[config.mk]
export PLATFORM = sky130hd
export DESIGN_NAME = k_of_n_confirm_latch_timeout_top
export DESIGN_NICKNAME = d
export VERILOG_FILES = /design/src/design/klc_pkg.sv /design/src/design/klc_window_ram.sv /design/src/design/k_of_n_confirm_latch_timeout_top.sv
export SDC_FILE = /design/constraint.sdc
export NUM_CORES = 1
export LEC_CHECK = 0
export BUFFER_PORTS_ARGS = -buffer_cell sky130_fd_sc_hd__buf_2
export CELL_PAD_IN_SITES_DETAIL_PLACEMENT = 1
export CELL_PAD_IN_SITES_GLOBAL_PLACEMENT = 1
export CORE_AREA = 2 2 163 165
export DETAILED_ROUTE_END_ITERATION = 10
export DIE_AREA = 0 0 165 167
export MAX_ROUTING_LAYER = met4
export PLACE_DENSITY = 0.87
export SYNTH_ARGS = -nofsm -noshare
export SYNTH_HDL_FRONTEND = slang
export SYNTH_HIERARCHICAL = 1
export SYNTH_SLANG_ARGS = --single-unit
[constraint.sdc]
create_clock -name clk -period 6.75 [get_ports clk]
set_input_delay 1.35 -clock clk [delete_from_list [all_inputs] [get_ports clk]]
set_output_delay 1.35 -clock clk [all_outputs]
set_load 0.02 [all_outputs]
[src/design/klc_pkg.sv]
// ---------------------------------------------------------------------------
// klc_pkg: shared types and constants for the K-of-N confirm/latch block
// Holds register indexes, operation and verdict codes and reset values.
// ---------------------------------------------------------------------------
package klc_pkg;

  localparam int MAX_WINDOW_DEF = 64;

  // configuration register indexes
  typedef enum logic [1:0] {
    REG_WINDOW_LENGTH     = 2'd0,
    REG_CONFIRM_THRESHOLD = 2'd1,
    REG_LATCH_ENABLE      = 2'd2,
    REG_TIMEOUT_MS        = 2'd3
  } cfg_reg_t;

  // input operation codes
  typedef enum logic {
    OP_FRAME = 1'b0,
    OP_TICK  = 1'b1
  } op_t;

  // frame verdict codes; any other code counts as unusable
  localparam logic [1:0] VERDICT_GREEN     = 2'd0;
  localparam logic [1:0] VERDICT_NOT_GREEN = 2'd1;
  localparam logic [1:0] VERDICT_UNUSABLE  = 2'd2;

  // register reset values
  localparam logic [6:0]  WINDOW_LENGTH_RST     = 7'd8;
  localparam logic [6:0]  CONFIRM_THRESHOLD_RST = 7'd4;
  localparam logic        LATCH_ENABLE_RST      = 1'b1;
  localparam logic [15:0] TIMEOUT_MS_RST        = 16'd500;

endpackage

[src/design/klc_window_ram.sv]
// ---------------------------------------------------------------------------
// klc_window_ram: sample ring storage
// One write port, one registered read port; a write to the address being
// read in the same cycle is forwarded to the read data.
// ---------------------------------------------------------------------------
module klc_window_ram #(
  parameter int DEPTH = klc_pkg::MAX_WINDOW_DEF,
  parameter int AW    = (DEPTH > 1) ? $clog2(DEPTH) : 1
) (
  input  logic          clk,
  input  logic          wr_en,
  input  logic [AW-1:0] wr_addr,
  input  logic          wr_data,
  input  logic [AW-1:0] rd_addr,
  output logic          rd_data
);

  logic mem [DEPTH];

  always_ff @(posedge clk) begin
    if (wr_en) begin
      mem[wr_addr] <= wr_data;
    end
  end

  // read-during-write returns the new sample
  always_ff @(posedge clk) begin
    if (wr_en && (wr_addr == rd_addr)) begin
      rd_data <= wr_data;
    end else begin
      rd_data <= mem[rd_addr];
    end
  end

endmodule

[src/design/k_of_n_confirm_latch_timeout_top.sv]
// ---------------------------------------------------------------------------
// k_of_n_confirm_latch_timeout_top: K-of-N green confirmation with latch
// and camera timeout
// Sliding window of frame verdicts, grant on K greens, optional permanent
// latch, and a tick-driven timeout that empties the window.
// ---------------------------------------------------------------------------
// Usage: every transfer on the input channel (a frame verdict or a timer
// tick) yields exactly one result transfer showing the state after that
// item. The block sustains one item per clock while the result register is
// free or being taken. Each item passes from the input register to the
// result register. The rate rests on the combinational update of the
// window counters and flags, with the oldest window sample prefetched each
// cycle from the ring RAM so the pop needs no extra read. A full result
// register that is not taken holds one item in the input register before
// input stalls. Configuration writes are always accepted and must only be
// issued while the block is idle. The ring RAM needs no clearing pass:
// only written samples are ever used.
// ---------------------------------------------------------------------------
module k_of_n_confirm_latch_timeout_top #(
  parameter int MAX_WINDOW = klc_pkg::MAX_WINDOW_DEF
) (
  input  logic        clk,
  input  logic        rst,
  // item input channel
  input  logic        in_valid,
  output logic        in_ready,
  input  logic        op,
  input  logic [1:0]  verdict,
  input  logic [31:0] now_ms,
  // result channel
  output logic        out_valid,
  input  logic        out_ready,
  output logic        permission,
  output logic        is_latched,
  output logic        camera_ok,
  output logic [6:0]  green_total,
  output logic [6:0]  window_fill,
  // configuration write channel
  input  logic        cfg_valid,
  output logic        cfg_ready,
  input  logic [1:0]  cfg_index,
  input  logic [31:0] cfg_data
);

  import klc_pkg::*;

  localparam int AW   = (MAX_WINDOW > 1) ? $clog2(MAX_WINDOW) : 1;
  localparam int CW   = $clog2(MAX_WINDOW + 1);   // counts 0..MAX_WINDOW
  localparam int CMPW = (CW > 7) ? CW : 7;        // common compare width
  localparam int SW   = AW + 2;                   // ring index sum width

  localparam logic [CMPW-1:0] MAXW_C  = CMPW'(MAX_WINDOW);
  localparam logic [SW-1:0]   MAXW_S  = SW'(MAX_WINDOW);
  localparam logic [AW-1:0]   LAST_IX = AW'(MAX_WINDOW - 1);

  // configuration registers
  logic [6:0]  window_length;
  logic [6:0]  confirm_threshold;
  logic        latch_enable;
  logic [15:0] timeout_ms;

  assign cfg_ready = 1'b1;

  always_ff @(posedge clk) begin
    if (rst) begin
      window_length     <= WINDOW_LENGTH_RST;
      confirm_threshold <= CONFIRM_THRESHOLD_RST;
      latch_enable      <= LATCH_ENABLE_RST;
      timeout_ms        <= TIMEOUT_MS_RST;
    end else if (cfg_valid && cfg_ready) begin
      case (cfg_reg_t'(cfg_index))
        REG_WINDOW_LENGTH:     window_length     <= cfg_data[6:0];
        REG_CONFIRM_THRESHOLD: confirm_threshold <= cfg_data[6:0];
        REG_LATCH_ENABLE:      latch_enable      <= cfg_data[0];
        REG_TIMEOUT_MS:        timeout_ms        <= cfg_data[15:0];
        default: ;
      endcase
    end
  end

  // input register
  logic        s1_valid;
  logic        s1_op;
  logic [1:0]  s1_verdict;
  logic [31:0] s1_now;
  logic        fire;

  // process the held item when the result register is free or draining
  assign fire     = s1_valid && (!out_valid || out_ready);
  assign in_ready = !s1_valid || fire;

  always_ff @(posedge clk) begin
    if (rst) begin
      s1_valid <= 1'b0;
    end else if (in_ready) begin
      s1_valid <= in_valid;
    end
  end

  always_ff @(posedge clk) begin
    if (in_valid && in_ready) begin
      s1_op      <= op;
      s1_verdict <= verdict;
      s1_now     <= now_ms;
    end
  end

  // block state
  logic [AW-1:0] head;
  logic [CW-1:0] fill_count;
  logic [CW-1:0] green_count;
  logic          permitted_flag;
  logic          latched_flag;
  logic          camera_active_flag;
  logic          frame_seen_flag;
  logic [31:0]   last_frame_time;

  logic [AW-1:0] head_next;
  logic [CW-1:0] fill_count_next;
  logic [CW-1:0] green_count_next;
  logic          permitted_flag_next;
  logic          latched_flag_next;
  logic          camera_active_flag_next;
  logic          frame_seen_flag_next;
  logic [31:0]   last_frame_time_next;

  // push datapath
  logic            head_bit;      // prefetched oldest sample
  logic [CW-1:0]   win_len;
  logic [CMPW-1:0] wl_ext;
  logic            do_pop;
  logic [AW-1:0]   head_mid;
  logic [CW-1:0]   fill_mid;
  logic [CW-1:0]   green_mid;
  logic [SW-1:0]   tail_sum;
  logic [AW-1:0]   tail;
  logic            usable;
  logic            push_green;
  logic [CW-1:0]   fill_push;
  logic [CW-1:0]   green_push;
  logic            grant;
  logic            push_en;
  logic [31:0]     gap;

  // effective window length, clamped to 1..MAX_WINDOW
  always_comb begin
    wl_ext = CMPW'(window_length);
    if (wl_ext == '0) begin
      win_len = CW'(1);
    end else if (wl_ext > MAXW_C) begin
      win_len = CW'(MAX_WINDOW);
    end else begin
      win_len = CW'(window_length);
    end
  end

  assign usable     = (s1_verdict == VERDICT_GREEN) || (s1_verdict == VERDICT_NOT_GREEN);
  assign push_green = (s1_verdict == VERDICT_GREEN);

  // drop the oldest sample once the window is full
  always_comb begin
    do_pop    = (CMPW'(fill_count) >= CMPW'(win_len));
    head_mid  = head;
    fill_mid  = fill_count;
    green_mid = green_count;
    if (do_pop) begin
      head_mid = (head == LAST_IX) ? '0 : AW'(head + 1'b1);
      fill_mid = fill_count - 1'b1;
      if (head_bit && (green_count != '0)) begin
        green_mid = green_count - 1'b1;
      end
    end
    tail_sum = SW'(head_mid) + SW'(fill_mid);
    if (tail_sum >= MAXW_S) begin
      tail_sum = tail_sum - MAXW_S;
    end
    tail       = AW'(tail_sum);
    fill_push  = fill_mid + 1'b1;
    green_push = green_mid + CW'(push_green);
    grant      = (CMPW'(green_push) >= CMPW'(confirm_threshold));
  end

  assign gap = s1_now - last_frame_time;

  always_comb begin
    head_next               = head;
    fill_count_next         = fill_count;
    green_count_next        = green_count;
    permitted_flag_next     = permitted_flag;
    latched_flag_next       = latched_flag;
    camera_active_flag_next = camera_active_flag;
    frame_seen_flag_next    = frame_seen_flag;
    last_frame_time_next    = last_frame_time;
    push_en                 = 1'b0;
    if (fire) begin
      case (op_t'(s1_op))
        OP_FRAME: begin
          if (usable) begin
            frame_seen_flag_next    = 1'b1;
            last_frame_time_next    = s1_now;
            camera_active_flag_next = 1'b1;
          end
          // once latched, frames only refresh camera status
          if (!latched_flag) begin
            push_en          = 1'b1;
            head_next        = head_mid;
            fill_count_next  = fill_push;
            green_count_next = green_push;
            if (grant) begin
              permitted_flag_next = 1'b1;
              if (latch_enable) begin
                latched_flag_next = 1'b1;
              end
            end else begin
              permitted_flag_next = 1'b0;
            end
          end
        end
        OP_TICK: begin
          if (!latched_flag) begin
            if (!frame_seen_flag) begin
              camera_active_flag_next = 1'b0;
            end else if (s1_now < last_frame_time) begin
              // clock went backward: resync only
              last_frame_time_next = s1_now;
            end else if (gap > 32'(timeout_ms)) begin
              camera_active_flag_next = 1'b0;
              head_next               = '0;
              fill_count_next         = '0;
              green_count_next        = '0;
              permitted_flag_next     = 1'b0;
            end
          end
        end
        default: ;
      endcase
    end
  end

  always_ff @(posedge clk) begin
    if (rst) begin
      head               <= '0;
      fill_count         <= '0;
      green_count        <= '0;
      permitted_flag     <= 1'b0;
      latched_flag       <= 1'b0;
      camera_active_flag <= 1'b0;
      frame_seen_flag    <= 1'b0;
      last_frame_time    <= '0;
    end else begin
      head               <= head_next;
      fill_count         <= fill_count_next;
      green_count        <= green_count_next;
      permitted_flag     <= permitted_flag_next;
      latched_flag       <= latched_flag_next;
      camera_active_flag <= camera_active_flag_next;
      frame_seen_flag    <= frame_seen_flag_next;
      last_frame_time    <= last_frame_time_next;
    end
  end

  // ring storage; read address follows the next head so the oldest
  // sample is ready when the next item arrives
  klc_window_ram #(
    .DEPTH (MAX_WINDOW),
    .AW    (AW)
  ) u_window (
    .clk     (clk),
    .wr_en   (push_en),
    .wr_addr (tail),
    .wr_data (push_green),
    .rd_addr (head_next),
    .rd_data (head_bit)
  );

  // result register
  always_ff @(posedge clk) begin
    if (rst) begin
      out_valid <= 1'b0;
    end else if (fire) begin
      out_valid <= 1'b1;
    end else if (out_ready) begin
      out_valid <= 1'b0;
    end
  end

  always_ff @(posedge clk) begin
    if (fire) begin
      permission  <= latched_flag_next || permitted_flag_next;
      is_latched  <= latched_flag_next;
      camera_ok   <= camera_active_flag_next;
      green_total <= 7'(green_count_next);
      window_fill <= 7'(fill_count_next);
    end
  end

`ifndef NO_ASSERTIONS
  // green samples are a subset of the held samples
  a_green_le_fill: assert property (@(posedge clk) disable iff (rst)
    green_count <= fill_count)
    else $error("green count exceeds window fill");

  // the window never holds more than its storage
  a_fill_le_max: assert property (@(posedge clk) disable iff (rst)
    CMPW'(fill_count) <= MAXW_C)
    else $error("window fill exceeds storage depth");

  // a latch is permanent until reset
  a_latch_sticky: assert property (@(posedge clk) disable iff (rst)
    latched_flag |=> latched_flag)
    else $error("latched grant was released");

  // a latched block always reports permission
  a_latched_permits: assert property (@(posedge clk) disable iff (rst)
    (out_valid && is_latched) |-> permission)
    else $error("latched result without permission");
`endif

endmodule
; Word level (Yosys, flattened, before mapping)
; Memories as Yosys holds them, arrays and structs flattened. A register that Yosys moved wholly into a read port is not among the register bits.
; Cells that the tools add are included.
[totals]
regBits = 141
mem_bits_ro = 0
n_memories = 1
ram_bits = 64
word_cells = 128
latchBits = 0
input_bits = 74
[mem_list]
columns = name, words, word_bits, rd, rd_ports_with_merged_regs, wr, line
row1 = u_window.mem, 64, 1, 1, 1, 1, klc_window_ram.sv:18  ; logic mem [DEPTH];
[op_classes]
shift = 0
div_mod_pow = 0
n_eq_ne = 9
muxes = 61
order_cmp = 6
n_reduce_logical = 20
n_addsub = 8
mul = 0
bitwise_logic = 1
[ops]
columns = operator, count
row1 = $mux W32, 4
row2 = $mux W7, 17
row3 = $pmux W32 S2, 1
row4 = $mux W6, 9
row5 = $gt A32 B16 Y1, 1
row6 = $lt A32 B32 Y1, 1
row7 = $sub A32 B32 Y32, 1
row8 = $pmux W7 S2, 2
row9 = $mux W1, 25
row10 = $ge A7 B7 Y1, 2
row11 = $sub A7 B1 Y7 const B, 2
row12 = $pmux W6 S2, 1
row13 = $add A6 B7 Y8, 1
row14 = $ge A8 B7 Y1 const B, 1
row15 = $reduce_and A2 Y1, 4
row16 = $add A7 B1 Y7, 1
row17 = $add A7 B1 Y7 const B, 1
row18 = $gt A7 B7 Y1 const B, 1
row19 = $logic_not A7 Y1, 1
row20 = $reduce_bool A7 Y1, 1
row21 = $add A6 B1 Y6 const B, 1
row22 = $eq A6 B6 Y1 const B, 1
row23 = $sub A6 B1 Y6 const B, 1
row24 = $reduce_and A5 Y1, 1
row25 = 12 further kinds, 24

; Logic depth before layout (Yosys ltp)
; Gate-level depths: netlist of run 1.
[logic_depth]
depth_word = 12
ltp_mapped = 24

; Modules after synthesis
; Netlist of run 1, hierarchy kept.
[by_module_without_submodules]
columns = module, n_inst, cells_per_inst, area_per_inst_um2
row1 = k_of_n_confirm_latch_timeout_top, 1, 1024, 8892.3
row2 = klc_window_ram, 1, 209, 3014.1

; Worst setup path after synthesis of run 1
; Ideal clock, no wire load.
[synth_path]
path_kind = register -> register
startpoint = reg s1_now[1]
endpoint = reg fill_count[5]
path_stages_with_launch = 22
setup_slack_ns = 1.797
n_path_buf = 1
arrival_ns = 4.865
synth_period_minus_slack_ns = 4.953
cell_sequence = edfxtp_1 -> ha_1 -> nor2b_1 -> o2111a_1 -> or2_2 -> a21oi_1 -> o21ai_0 -> a21o_1 -> a21oi_1 -> xnor2_1 -> ha_1 -> nand4_1 -> nor2_1 -> a221o_1 -> o31a_1 -> or4_1 -> a211oi_1 -> nand4_1 -> o41ai_2 -> buf_4 -> nor2_2 -> a311oi_2
[synth_between]
elab_chain_len = 8
[synth_lines]
columns = item, line
row1 = "start, declared", k_of_n_confirm_latch_timeout_top.sv:85  ; logic [31:0] s1_now;
row2 = "start signal, assigned", k_of_n_confirm_latch_timeout_top.sv:104  ; s1_now <= now_ms;
row3 = $sub A32 B32 Y32, k_of_n_confirm_latch_timeout_top.sv:183  ; assign gap = s1_now - last_frame_time;
row4 = $gt A32 B16 Y1, k_of_n_confirm_latch_timeout_top.sv:226  ; end else if (gap > 32'(timeout_ms)) begin
row5 = $mux W7, k_of_n_confirm_latch_timeout_top.sv:226
row6 = $mux W7 (*), k_of_n_confirm_latch_timeout_top.sv:223  ; end else if (s1_now < last_frame_time) begin
row7 = $mux W7 (*), k_of_n_confirm_latch_timeout_top.sv:221  ; if (!frame_seen_flag) begin
row8 = $mux W7 (*), k_of_n_confirm_latch_timeout_top.sv:220  ; if (!latched_flag) begin
row9 = $pmux W7 S2 (*), k_of_n_confirm_latch_timeout_top.sv:196  ; case (op_t'(s1_op))
row10 = $mux W7 (*), k_of_n_confirm_latch_timeout_top.sv:195  ; if (fire) begin
row11 = "end signal, assigned", k_of_n_confirm_latch_timeout_top.sv:252  ; fill_count <= fill_count_next;
row12 = "end, declared", k_of_n_confirm_latch_timeout_top.sv:110  ; logic [CW-1:0] fill_count;
; Mark *: on every way between the ends. The rest lies on a longest branch, timed or not.
; A chain may end at the register's enable or synchronous reset.

; Final worst setup path of run 1
[layout_path]
startpoint = reg s1_now[1]
endpoint = reg window_fill[5] (data pin)
[layout_between]
elab_chain_len = 8
[layout_lines]
columns = item, line
row1 = $sub A32 B32 Y32, k_of_n_confirm_latch_timeout_top.sv:183
row2 = $gt A32 B16 Y1, k_of_n_confirm_latch_timeout_top.sv:226
row3 = $mux W7, k_of_n_confirm_latch_timeout_top.sv:226
row4 = $mux W7 (*), k_of_n_confirm_latch_timeout_top.sv:223
row5 = $mux W7 (*), k_of_n_confirm_latch_timeout_top.sv:221
row6 = $mux W7 (*), k_of_n_confirm_latch_timeout_top.sv:220
row7 = $pmux W7 S2 (*), k_of_n_confirm_latch_timeout_top.sv:196
row8 = $mux W7 (*), k_of_n_confirm_latch_timeout_top.sv:195
row9 = via fill_count_next[5], k_of_n_confirm_latch_timeout_top.sv:119  ; logic [CW-1:0] fill_count_next;
row10 = "end signal, assigned", k_of_n_confirm_latch_timeout_top.sv:293  ; window_fill <= 7'(fill_count_next);
row11 = "end, declared", k_of_n_confirm_latch_timeout_top.sv:37  ; output logic [6:0] window_fill,
; Mark *: on every way through the listed nets, which the timed path passes. The rest lies on a longest branch.

==> qor.yml, run 1 <==
timing:
  hold_viol: 0
  period_share: 0.855
  rsz0062_at_grt: "no"
  slew_viol_final: 0
  final.setup_skew_ns: 0.0210
  fmax_mhz: 173
  setup-tns-final_ns: 0
  slew_headroom: 0.402
  period_minus_slack_ns: 5.77
  setup_viol: 0
  tightest_slew_ns: 0.896
die:
  die_w_um: 165
  dieArea_mm2: 0.0276
  io_pins: 94
  initial_core_util: 0.462
  fp-row-count: 59
  core-area_mm2: 0.0258
  die_y_um: 167
pwr:
  p_per_area_mw_per_mm2: 245
  p_leak_nw: 5.03
  peakVddDrop_mv: 0.204
clocking:
  ctsResizeCount: 0
  cts_made_buffers: 23
  clkSinkCount: 211
  root_buffer: "clkbuf_16"
  clk_path_buf_depth: 3
  cts-hold-fix-buffers: 0
  clk_latency_ns: 0.54
  cts.htree.levels: 1
  cts_tree: "yes"
  post-cts-setup-buffers: 0
  clk_pin_slew_worst_paths_ns: 0.06
placed_design:
  io_buffers: 76
  place_congestion: 0.890
  postPlaceCellArea_mm2: 0.0125
  dpl.cell_count: 1592
  dp_hpwl_mm: 22.2
grt:
  track_usage: 0.231
  grt_pass1_vias: 9662
  antenna_found_initial: 0
  grt_overflow_total: 0
  grt_pass1_wl_mm: 49.5
  grt_max_degree: 71
route:
  wirelength_met1_mm: 13.3
  viasPerCell: 5.79
  wirelength_mm: 31.1
  drtPass1Iterations: 5
  routed-wl-met2_mm: 15.7
  detail-route-antenna-nets: 0
  vias: 9468
  wl_per_cell_um: 19.1
  top_layer: "met4"
  drc: 0
  first_iter_violations: 667
  wl_met3_mm: 1.28
worst_hold_path:
  hold_path_class: "reg2reg"
  hold_depth: 2
  min_to: "timeout_ms[11]"
  hold_path.startpoint: "timeout_ms[11]"
worst_setup_path:
  crit_family: "compound AO/OA/AOI/OAI gates"
  cp.required_ns: 7.12
  arrival_ns: 6.14
  endpoint_kind: "flip-flop"
  critPathLaunchType: "flip-flop"
  crit_slowest_cell: "or4_1"
  crit_type: "reg2reg"
  reg2regPathDepth: 21
  crit_chain: "ha_1 > nor2b_1 > o2111a_1 > or2_2 > a21oi_1 > o21ai_0 > a21o_1 > a21oi_1 > xnor2_1 > ha_1 > nand4_1 > nor4_1 > nand2_1 > o31a_1 > or4_1 > a211oi_1 > nand4_1 > o41ai_2 > buf_4 > nor2_2 > a31oi_1"
  reg2reg_slack_ns: 0.98
  timing.rr.end: "window_fill[5]"
  timing.rr.start: "s1_now[1]"
  crit_fanout: 20
  critPathMaxStageDelay_ns: 0.52
  critical_path_buf_inv_count: 1
yosys:
  synthesis.area_mm2: 0.0119
  ys_warn_count: 6
  yosysUniqueCellTypes: 75
  ys.flop_type: "edfxtp_1"
  synthCells: 1233
  synth-async-reset-ratio: 0
  avgSynthCellArea_um2: 9.66
  yosys_register_bits: 211
  syn_nets: 1383
  ys_seq_area_frac: 0.452
  synth_edf_count: 116
layout:
  diodes: 0
  drive_gt1_frac: 0.107
  layout_common_cells: "166 x nor2_1, 116 x edfxtp_1, 110 x nand2_1"
  stdcell_count: 1634
  design_area_mm2: 0.0133
  final_common_cell: "nor2_1"
  area_delta_synth_final_pct: 11.6
  final_nets: 1432
run:
  drv_cap: 0
run_status:
  status: "finished, final reports clean"
[Yosys cell counts (all sizes together) (11+ instances only)]
cell type	instances	share of area
nand2	110	0.035
a21o	23	0.015
mux2i	50	0.042
a211o	12	0.0088
edfxtp	116	0.29
xor2	16	0.012
nor3	21	0.0088
mux4	17	0.034
nor2b	22	0.012
xnor2	29	0.021
nand4	16	0.0084
inv	79	0.025
nand3	30	0.013
ha	74	0.078
nor2	169	0.053
o21ai	52	0.022
o21a	13	0.0082
buf	11	0.0053
clkbuf	47	0.015
or3	13	0.0068
a21oi	83	0.035
o211ai	13	0.0082
dfxtp	95	0.16
[where the power goes]
group	switching (mW)	internal (mW)	total, mW
Combinational	0.368	0.203	0.571
Clock	0.525	0.741	1.27
Sequential	0.0293	1.39	1.42
Total	0.922	2.34	3.26
[worst max path at each step]
stage | from | endpoint | cells past startpoint
detailed placement | s1_now[1] | window_fill[5] | 21
finish | s1_now[1] | window_fill[5] | 21
global route | s1_now[1] | window_fill[5] | 21
global placement | s1_now[1] | green_total[3] | 21
CTS | s1_now[1] | window_fill[5] | 21
floorplan | s1_now[1] | fill_count[5] | 21
[cells by family (layout without fill, tap and decap cells)]
kind of cell | count (synthesis) | count (layout) | share of synthesized area
AOI/OAI and AO/OA | 259 | 259 | 0.141
xor gates and xnor gates | 45 | 45 | 0.0331
adders and majority gates | 76 | 76 | 0.0811
buffers and inverters | 137 | 203 | 0.0450
DFF | 211 | 211 | 0.452
muxes | 69 | 69 | 0.0783
other | 1 | 1 | 0.000315
and+or+nand+nor | 435 | 435 | 0.169
[metrics by stage]
stage	hold WS [ns]	total power [mW]	util	worst slack (ns)
floorplan	0.436	1.85	-	1.80
global placement	0.445	1.98	0.486	1.12
detailed placement	0.451	2.01	0.486	1.03
CTS	0.458	3.28	0.516	0.986
global route	0.482	3.40	0.516	0.565
finish	0.456	3.26	0.516	0.981
[tightest hold or removal path: cells and delay by family, from the launching register on]
| kind | cells | cell delay [ns] |
|---|---|---|
| flip-flops | 1 | 0.31 |
| AO/OA/AOI/OAI | 1 | 0.05 |
| AND/OR/NAND/NOR | 1 | 0.05 |
[layer usage]
| layer | vias to the layer above | GRT usage |
|---|---|---|
| met1 | 4686 | 0.286 |
| li1 | 4523 | - |
| met5 | - | - |
| met3 | 56 | 0.0286 |
| met2 | 203 | 0.395 |
| met4 | 0 | 0.0673 |
[cell type report]
cell class / count / area, um2
inverter: 79 / 297
timing repair buffer: 82 / 425
sequential: 211 / 5390
tap: 335 / 419
fill: 2902 / 12500
multi-input combinational: 885 / 6000
clock buffer: 34 / 679
clock inverter: 8 / 82.6
[flip-flops by register name, summed over array words and instances, names as in the netlist, 16 cells and up, named ones only]
name             cells
timeout_ms          16
s1_now              32
last_frame_time     32
u_window/mem        64
Power figures use the tool's default switching activity.
==> run 2: changes to the inputs <==
- CORE_AREA: 2 2 163 165 -> 2 2 168 170
- CTS_BUF_LIST: not set -> sky130_fd_sc_hd__clkbuf_2
- DIE_AREA: 0 0 165 167 -> 0 0 170 172
- GPL_ROUTABILITY_DRIVEN: not set -> 0
- PLACE_DENSITY: 0.87 -> 0.86
- clock period: 6.75 -> 5.15 ns (I/O delays scaled with it)
==> qor.yml, run 2 (synthesis gave the netlist of run 1 again) <==
run_status:
  status: "finished, violations left"  # was finished, final reports clean
  violations: "negative setup slack"
layout:
  regMostFlops: "u_window/mem"  # unchanged
  stdcell_count: 1758  # was 1,634
  largest_reg_flops: 64  # unchanged
  layout_common_cells: "166 x nor2_1, 116 x edfxtp_1, 109 x nand2_1"  # was 166 x nor2_1, 116 x edfxtp_1, 110 x nand2_1
  drive_gt1_frac: 0.203  # was 0.107
  final_nets: 1515  # was 1,432
  fin_util: 0.499  # was 0.516
  area_delta_synth_final_pct: 15.2  # was 11.6%
  final_common_cell: "nor2_1"  # unchanged
  reg.largest.list: "u_window/mem: 64 flops, last_frame_time: 32 flops, s1_now: 32 flops"  # unchanged
clocking:
  root_buffer: "clkbuf_2"  # was clkbuf_16
  cts_tree: "yes"  # unchanged
  clkSinkCount: 211  # unchanged
  cts_made_buffers: 56  # was 23
  cts.htree.levels: 2  # was 1
  clk_pin_slew_worst_paths_ns: 0.11  # was 0.06 ns
  clk_latency_ns: 0.89  # was 0.54 ns
  clk_path_buf_depth: 3  # unchanged
placed_design:
  dpl.cell_count: 1643  # was 1,592
  io_buffers: 76  # unchanged
  dp_hpwl_mm: 23.2  # was 22.2 mm
die:
  die_w_um: 170  # was 165 um
  core-area_mm2: 0.0275  # was 0.0258 mm2
  fp-row-count: 61  # was 59
  dieArea_mm2: 0.0292  # was 0.0276 mm2
  io_pins: 94  # unchanged
  initial_core_util: 0.433  # was 0.462
  die_y_um: 172  # was 167 um
pwr:
  p_per_area_mw_per_mm2: 287  # was 245 mW/mm2
  power_frac_clock: 0.315  # was 0.388
  power.switching_mw: 1.28  # was 0.922 mW
  swShare: 0.324  # was 0.283
  p_comb_frac: 0.214  # was 0.175
  seqPwrFrac: 0.471  # was 0.437
  peakVddDrop_mv: 0.177  # was 0.204 mV
  p_int_mw: 2.66  # was 2.34 mW
  p_leak_nw: 5.36  # was 5.03 nW
timing:
  tightest_slew_ns: 1.10  # was 0.896 ns
  hold_viol: 0  # unchanged
  finalWorstSetupSlack_ns: -0.0283  # was 0.981 ns
  final.setup_skew_ns: 0.0946  # was 0.0210 ns
  slew_headroom: 0.269  # was 0.402
  slew_viol_final: 0  # unchanged
  period_minus_slack_ns: 5.18  # was 5.77 ns
  fmax_mhz: 193  # was 173 MHz
  rsz0062_at_grt: "yes"  # was no
  setup_viol: 2  # was 0
  period_share: 1.01  # was 0.855
grt:
  grt_pass1_wl_mm: 51.8  # was 49.5 mm
  antenna_found_initial: 1  # was 0
  grt_max_degree: 65  # was 71
  track_usage: 0.227  # was 0.231
  grt_overflow_total: 0  # unchanged
  grt_pass1_vias: 10500  # was 9,662
worst_setup_path:
  arrival_ns: 5.98  # was 6.14 ns
  cp.required_ns: 5.95  # was 7.12 ns
  crit_type: "reg2reg"  # unchanged
  critPathLaunchType: "flip-flop"  # unchanged
  endpoint_kind: "flip-flop"  # unchanged
  crit_fanout: 8  # was 20
route:
  wl_per_cell_um: 18.7  # was 19.1 um
  drtPass1Iterations: 4  # was 5
  viasPerCell: 5.66  # was 5.79
  vias: 9955  # was 9,468
  drc: 0  # unchanged
  detail-route-antenna-nets: 0  # unchanged
  first_iter_violations: 627  # was 667
  wirelength_mm: 32.8  # was 31.1 mm
run:
  drv_cap: 0  # unchanged
worst_hold_path:
  hold_path_class: "in2reg"  # was reg2reg
## run 2: cell types whose count changed in the layout (fill, tap and decap cells not counted), sizes merged
| cell | before | now |
|---|---|---|
| inv | 80 | 81 |
| clkbuf | 34 | 87 |
| diode | 0 | 1 |
| clkinv | 6 | 14 |
| buf | 82 | 132 |
## run 2: worst paths after layout
check            startpoint        endpoint  slack [ns]  cells after the start
max               s1_now[1]         head[3]       -0.03                     22
min              verdict[1]   s1_verdict[1]        0.31                      1
max reg2reg       s1_now[1]         head[3]       -0.03                     22
min reg2reg  timeout_ms[11]  timeout_ms[11]        0.46                      2
## run 2: power groups by stage
stage                     logic (mW)  registers, mW  clock network [mW]
after floorplan                0.538           1.89                   0
after global placement         0.745           1.89                   0
after detailed placement       0.784           1.89                   0
after CTS                      0.796           1.85                1.28
after global routing           0.921           1.86                1.36
final                          0.842           1.85                1.24
## run 2: area by class of cell
type                    instances  area, um2
clock buffers                  87        435
fillers                      3206      13800
well taps                     346        433
multi-input cells             885       6220
diodes                          1       2.50
inverters                      79        297
repair buffers                132        825
clock inverters                17        115
flip-flops and latches        211       5390
## run 2: metal layers
layer  vias to the layer above  wire length (um)  track usage
li1                       4712                 -            -
met1                      4910             13800        0.263
met2                       261             16700        0.404
met3                        72              1450       0.0341
met4                         0               870       0.0780
met5                         -                 0            -
## run 2: through the flow
step | setup TNS, ns | worst slack, ns | power, mW | hold slack [ns] | cell area [um2]
finish | -0.0369 | -0.0283 | 3.94 | 0.309 | 13700
global route | -7.31 | -0.247 | 4.14 | 0.214 | 13700
CTS | 0 | 0.0101 | 3.93 | 0.225 | 13500
detailed placement | -3.83 | -0.180 | 2.68 | 0.452 | 12800
global placement | -1.18 | -0.0890 | 2.64 | 0.444 | 12800
floorplan | 0 | 0.197 | 2.43 | 0.436 | 11900
## run 2: repair_timing
item | CTS | global route
setup buffers | 3 | 7
gates resized for setup | 12 | 51
hold buffers | 0 | 0
pin swaps | 7 | 39
setup endpoints to repair | 44 | 110
## run 2: critical path: stages, from the launching register on
cell      delay (ns)
edfxtp_1        0.42
ha_1            0.32
nor2b_4         0.14
o2111a_1        0.26
or2_4           0.28
a21oi_4         0.17
o21ai_2         0.08
a21o_1          0.19
a21oi_2         0.18
xnor2_2         0.14
ha_1            0.27
nand4_1         0.16
nor2_1          0.06
a221o_1         0.31
o31a_1          0.30
or4_4           0.49
a211oi_2        0.16
nand4_1         0.15
o41ai_2         0.32
buf_4           0.25
buf_6           0.17
o21ai_0         0.14
a21oi_1         0.16
==> run 3: changes to the inputs <==
- CORE_AREA: 2 2 168 170 -> 5 5 171 173
- DIE_AREA: 0 0 170 172 -> 0 0 176 178
- PLACE_DENSITY: 0.86 -> 0.87
==> qor.yml, run 3 (synthesis gave the netlist of run 1 again) <==
route:
  vias: 9935  # was 9,955
  wirelength_mm: 33.5  # was 32.8 mm
  viasPerCell: 5.65  # was 5.66
  first_iter_violations: 660  # was 627
  drc: 0  # unchanged
  detail-route-antenna-nets: 0  # unchanged
  wl_per_cell_um: 19.0  # was 18.7 um
  drtPass1Iterations: 5  # was 4
clocking:
  cts_tree: "yes"  # unchanged
  cts-hold-fix-buffers: 0  # unchanged
  clk_latency_ns: 0.91  # was 0.89 ns
  clkSinkCount: 211  # unchanged
  cts.htree.levels: 2  # unchanged
  root_buffer: "clkbuf_2"  # unchanged
  clk_pin_slew_worst_paths_ns: 0.10  # was 0.11 ns
  cts_made_buffers: 53  # was 56
  clk_path_buf_depth: 3  # unchanged
layout:
  reg.largest.list: "u_window/mem: 64 flops, last_frame_time: 32 flops, s1_now: 32 flops"  # unchanged
  layout_common_cells: "166 x nor2_1, 116 x edfxtp_1, 110 x nand2_1"  # was 166 x nor2_1, 116 x edfxtp_1, 109 x nand2_1
  final_common_cell: "nor2_1"  # unchanged
  fill_cells: 3181  # was 3,206
  multi_input_comb_area_mm2: 0.00615  # was 0.00622 mm2
  design_area_mm2: 0.0137  # about the same
  drive_gt1_frac: 0.193  # was 0.203
  final_nets: 1516  # was 1,515
  area_delta_synth_final_pct: 15.0  # was 15.2%
  largest_reg_flops: 64  # unchanged
  regMostFlops: "u_window/mem"  # unchanged
  seq_area_mm2: 0.00539  # about the same
worst_setup_path:
  worstSetupStartpoint: "s1_now[1]"  # unchanged
  crit_path_end: "head[5]"  # was head[3]
  crit_slowest_cell: "edfxtp_1"  # was or4_4
  timing.rr.start: "s1_now[1]"  # unchanged
  arrival_ns: 5.87  # was 5.98 ns
  crit_chain: "ha_1 > nor2b_1 > o2111a_1 > or2_4 > a21oi_4 > o21ai_2 > a21o_1 > a21oi_2 > xnor2_2 > ha_1 > nand4_1 > nor2_1 > a221o_1 > o31a_1 > or4_4 > a211oi_2 > nand4_1 > o41ai_4 > buf_6 > buf_12 > buf_16 > o21ai_0 > a21oi_1"  # was ha_1 > nor2b_4 > o2111a_1 > or2_4 > a21oi_4 > o21ai_2 > a21o_1 > a21oi_2 > xnor2_2 > ha_1 > nand4_1 > nor2_1 > a221o_1 > o31a_1 > or4_4 > a211oi_2 > nand4_1 > o41ai_2 > buf_4 > buf_6 > o21ai_0 > a21oi_1
  cp.required_ns: 5.94  # was 5.95 ns
  endpoint_kind: "flip-flop"  # unchanged
  crit_fanout: 7  # was 8
  critPathLaunchType: "flip-flop"  # unchanged
  reg2reg_slack_ns: 0.06  # was -0.03 ns
  critPathMaxStageDelay_ns: 0.42  # was 0.49 ns
  reg2regPathDepth: 23  # was 22
  critical_path_buf_inv_count: 3  # was 2
  critical_path_depth: 23  # was 22
  crit_type: "reg2reg"  # unchanged
  timing.rr.end: "head[5]"  # was head[3]
  crit_family: "compound AO/OA/AOI/OAI gates"  # unchanged
timing:
  period_share: 0.988  # was 1.01
  finalWorstSetupSlack_ns: 0.0603  # was -0.0283 ns
  setup_viol: 0  # was 2
  rsz0062_at_grt: "yes"  # unchanged
  final.setup_skew_ns: 0.0959  # was 0.0946 ns
  period_minus_slack_ns: 5.09  # was 5.18 ns
  tightest_slew_ns: 1.09  # was 1.10 ns
  fmax_mhz: 196  # was 193 MHz
  slew_headroom: 0.271  # was 0.269
  fin_hold_ws_ns: 0.324  # was 0.309 ns
  hold_viol: 0  # unchanged
  slew_viol_final: 0  # unchanged
grt:
  antenna_found_initial: 1  # unchanged
  grt_pass1_vias: 10600  # was 10,500
  grt_overflow_total: 0  # unchanged
  grt_pass1_wl_mm: 53.4  # was 51.8 mm
  grt_max_degree: 65  # unchanged
  track_usage: 0.216  # was 0.227
placed_design:
  postPlaceCellArea_mm2: 0.0129  # was 0.0128 mm2
  pre_cts_ws_ns: -0.243  # was -0.180 ns
  io_buffers: 76  # unchanged
  dp_hpwl_mm: 23.4  # was 23.2 mm
die:
  initial_core_util: 0.433  # unchanged
  die_w_um: 176  # was 170 um
  io_pins: 94  # unchanged
  dieArea_mm2: 0.0313  # was 0.0292 mm2
  core-area_mm2: 0.0275  # unchanged
  fp-row-count: 61  # unchanged
  die_y_um: 178  # was 172 um
run_status:
  status: "finished, final reports clean"  # was finished, violations left
pwr:
  p_per_area_mw_per_mm2: 286  # was 287 mW/mm2
  peakVddDrop_mv: 0.161  # was 0.177 mV
  p_leak_nw: 5.35  # was 5.36 nW
  power_mw: 3.92  # was 3.94 mW
worst_hold_path:
  hold_path_class: "in2reg"  # unchanged
  hold_depth: 1  # unchanged
run:
  drv_cap: 0  # unchanged
[run 3: cell types whose count changed in the layout (fill, tap and decap cells not counted), moves of 3 or more]
cell | previous run | this run
clkbuf_2 | 87 | 81
a21oi_1 | 75 | 80
buf_12 | 1 | 4
o21ai_0 | 38 | 41
a21oi_2 | 7 | 2
[run 3: report_power, final]
part | switching, mW | leakage (nW) | total, mW | internal [mW]
clock | 0.723 | 0.384 | 1.20 | 0.477
combinational | 0.532 | 3.10 | 0.867 | 0.335
sequential | 0.0324 | 1.86 | 1.86 | 1.82
[run 3: layout make-up]
| cell class | instances | share of cell area |
|---|---|---|
| clock buffers | 81 | 0.0296 |
| multi-input cells | 886 | 0.449 |
| clock inverters | 18 | 0.00795 |
| inverters | 79 | 0.0216 |
| well taps | 346 | 0.0316 |
| diodes | 2 | 0.000365 |
| repair buffers | 135 | 0.0663 |
| flip-flops and latches | 211 | 0.394 |
[run 3: repair_timing]
action                                  CTS  global route
gates cloned                              1             1
gates resized for setup                   7            38
setup buffers                             3             6
endpoints found under the setup margin   39           109
pin swaps                                10            36
[run 3: how the worst min path moves through the flow]
stage                               from             end  slack [ns]
final                         verdict[0]   s1_verdict[0]        0.32
after global routing          verdict[0]   s1_verdict[0]        0.23
after CTS                     verdict[0]   s1_verdict[0]        0.25
after detailed placement   timeout_ms[3]   timeout_ms[3]        0.46
after global placement     timeout_ms[3]   timeout_ms[3]        0.44
after floorplan           timeout_ms[10]  timeout_ms[10]        0.44
[run 3: layer usage]
metal  vias to the layer above  track usage  share of wire
met5                         -            -              0
met4                         0       0.0802          0.033
met3                        89       0.0369          0.046
met2                       250        0.379           0.51
met1                      4863        0.251           0.41
li1                       4733            -              -
[run 3: worst reg2reg max path: stages (launching register included)]
cell and delay (ns):
edfxtp_1 0.42, ha_1 0.29, nor2b_1 0.16, o2111a_1 0.27, or2_4 0.25, a21oi_4 0.14, o21ai_2 0.08, a21o_1 0.18
a21oi_2 0.18, xnor2_2 0.14, ha_1 0.27, nand4_1 0.16, nor2_1 0.06, a221o_1 0.31, o31a_1 0.30, or4_4 0.42
a211oi_2 0.17, nand4_1 0.20, o41ai_4 0.34, buf_6 0.16, buf_12 0.10, buf_16 0.12, o21ai_0 0.12, a21oi_1 0.20
[run 3: stage by stage]
stage	utilization	std cells	setup TNS (ns)
global route	0.498	1758	-1.87
finish	0.498	1758	0
floorplan	-	1233	0
global placement	0.470	1646	-0.622
CTS	0.491	1749	0
detailed placement	0.470	1646	-5.16
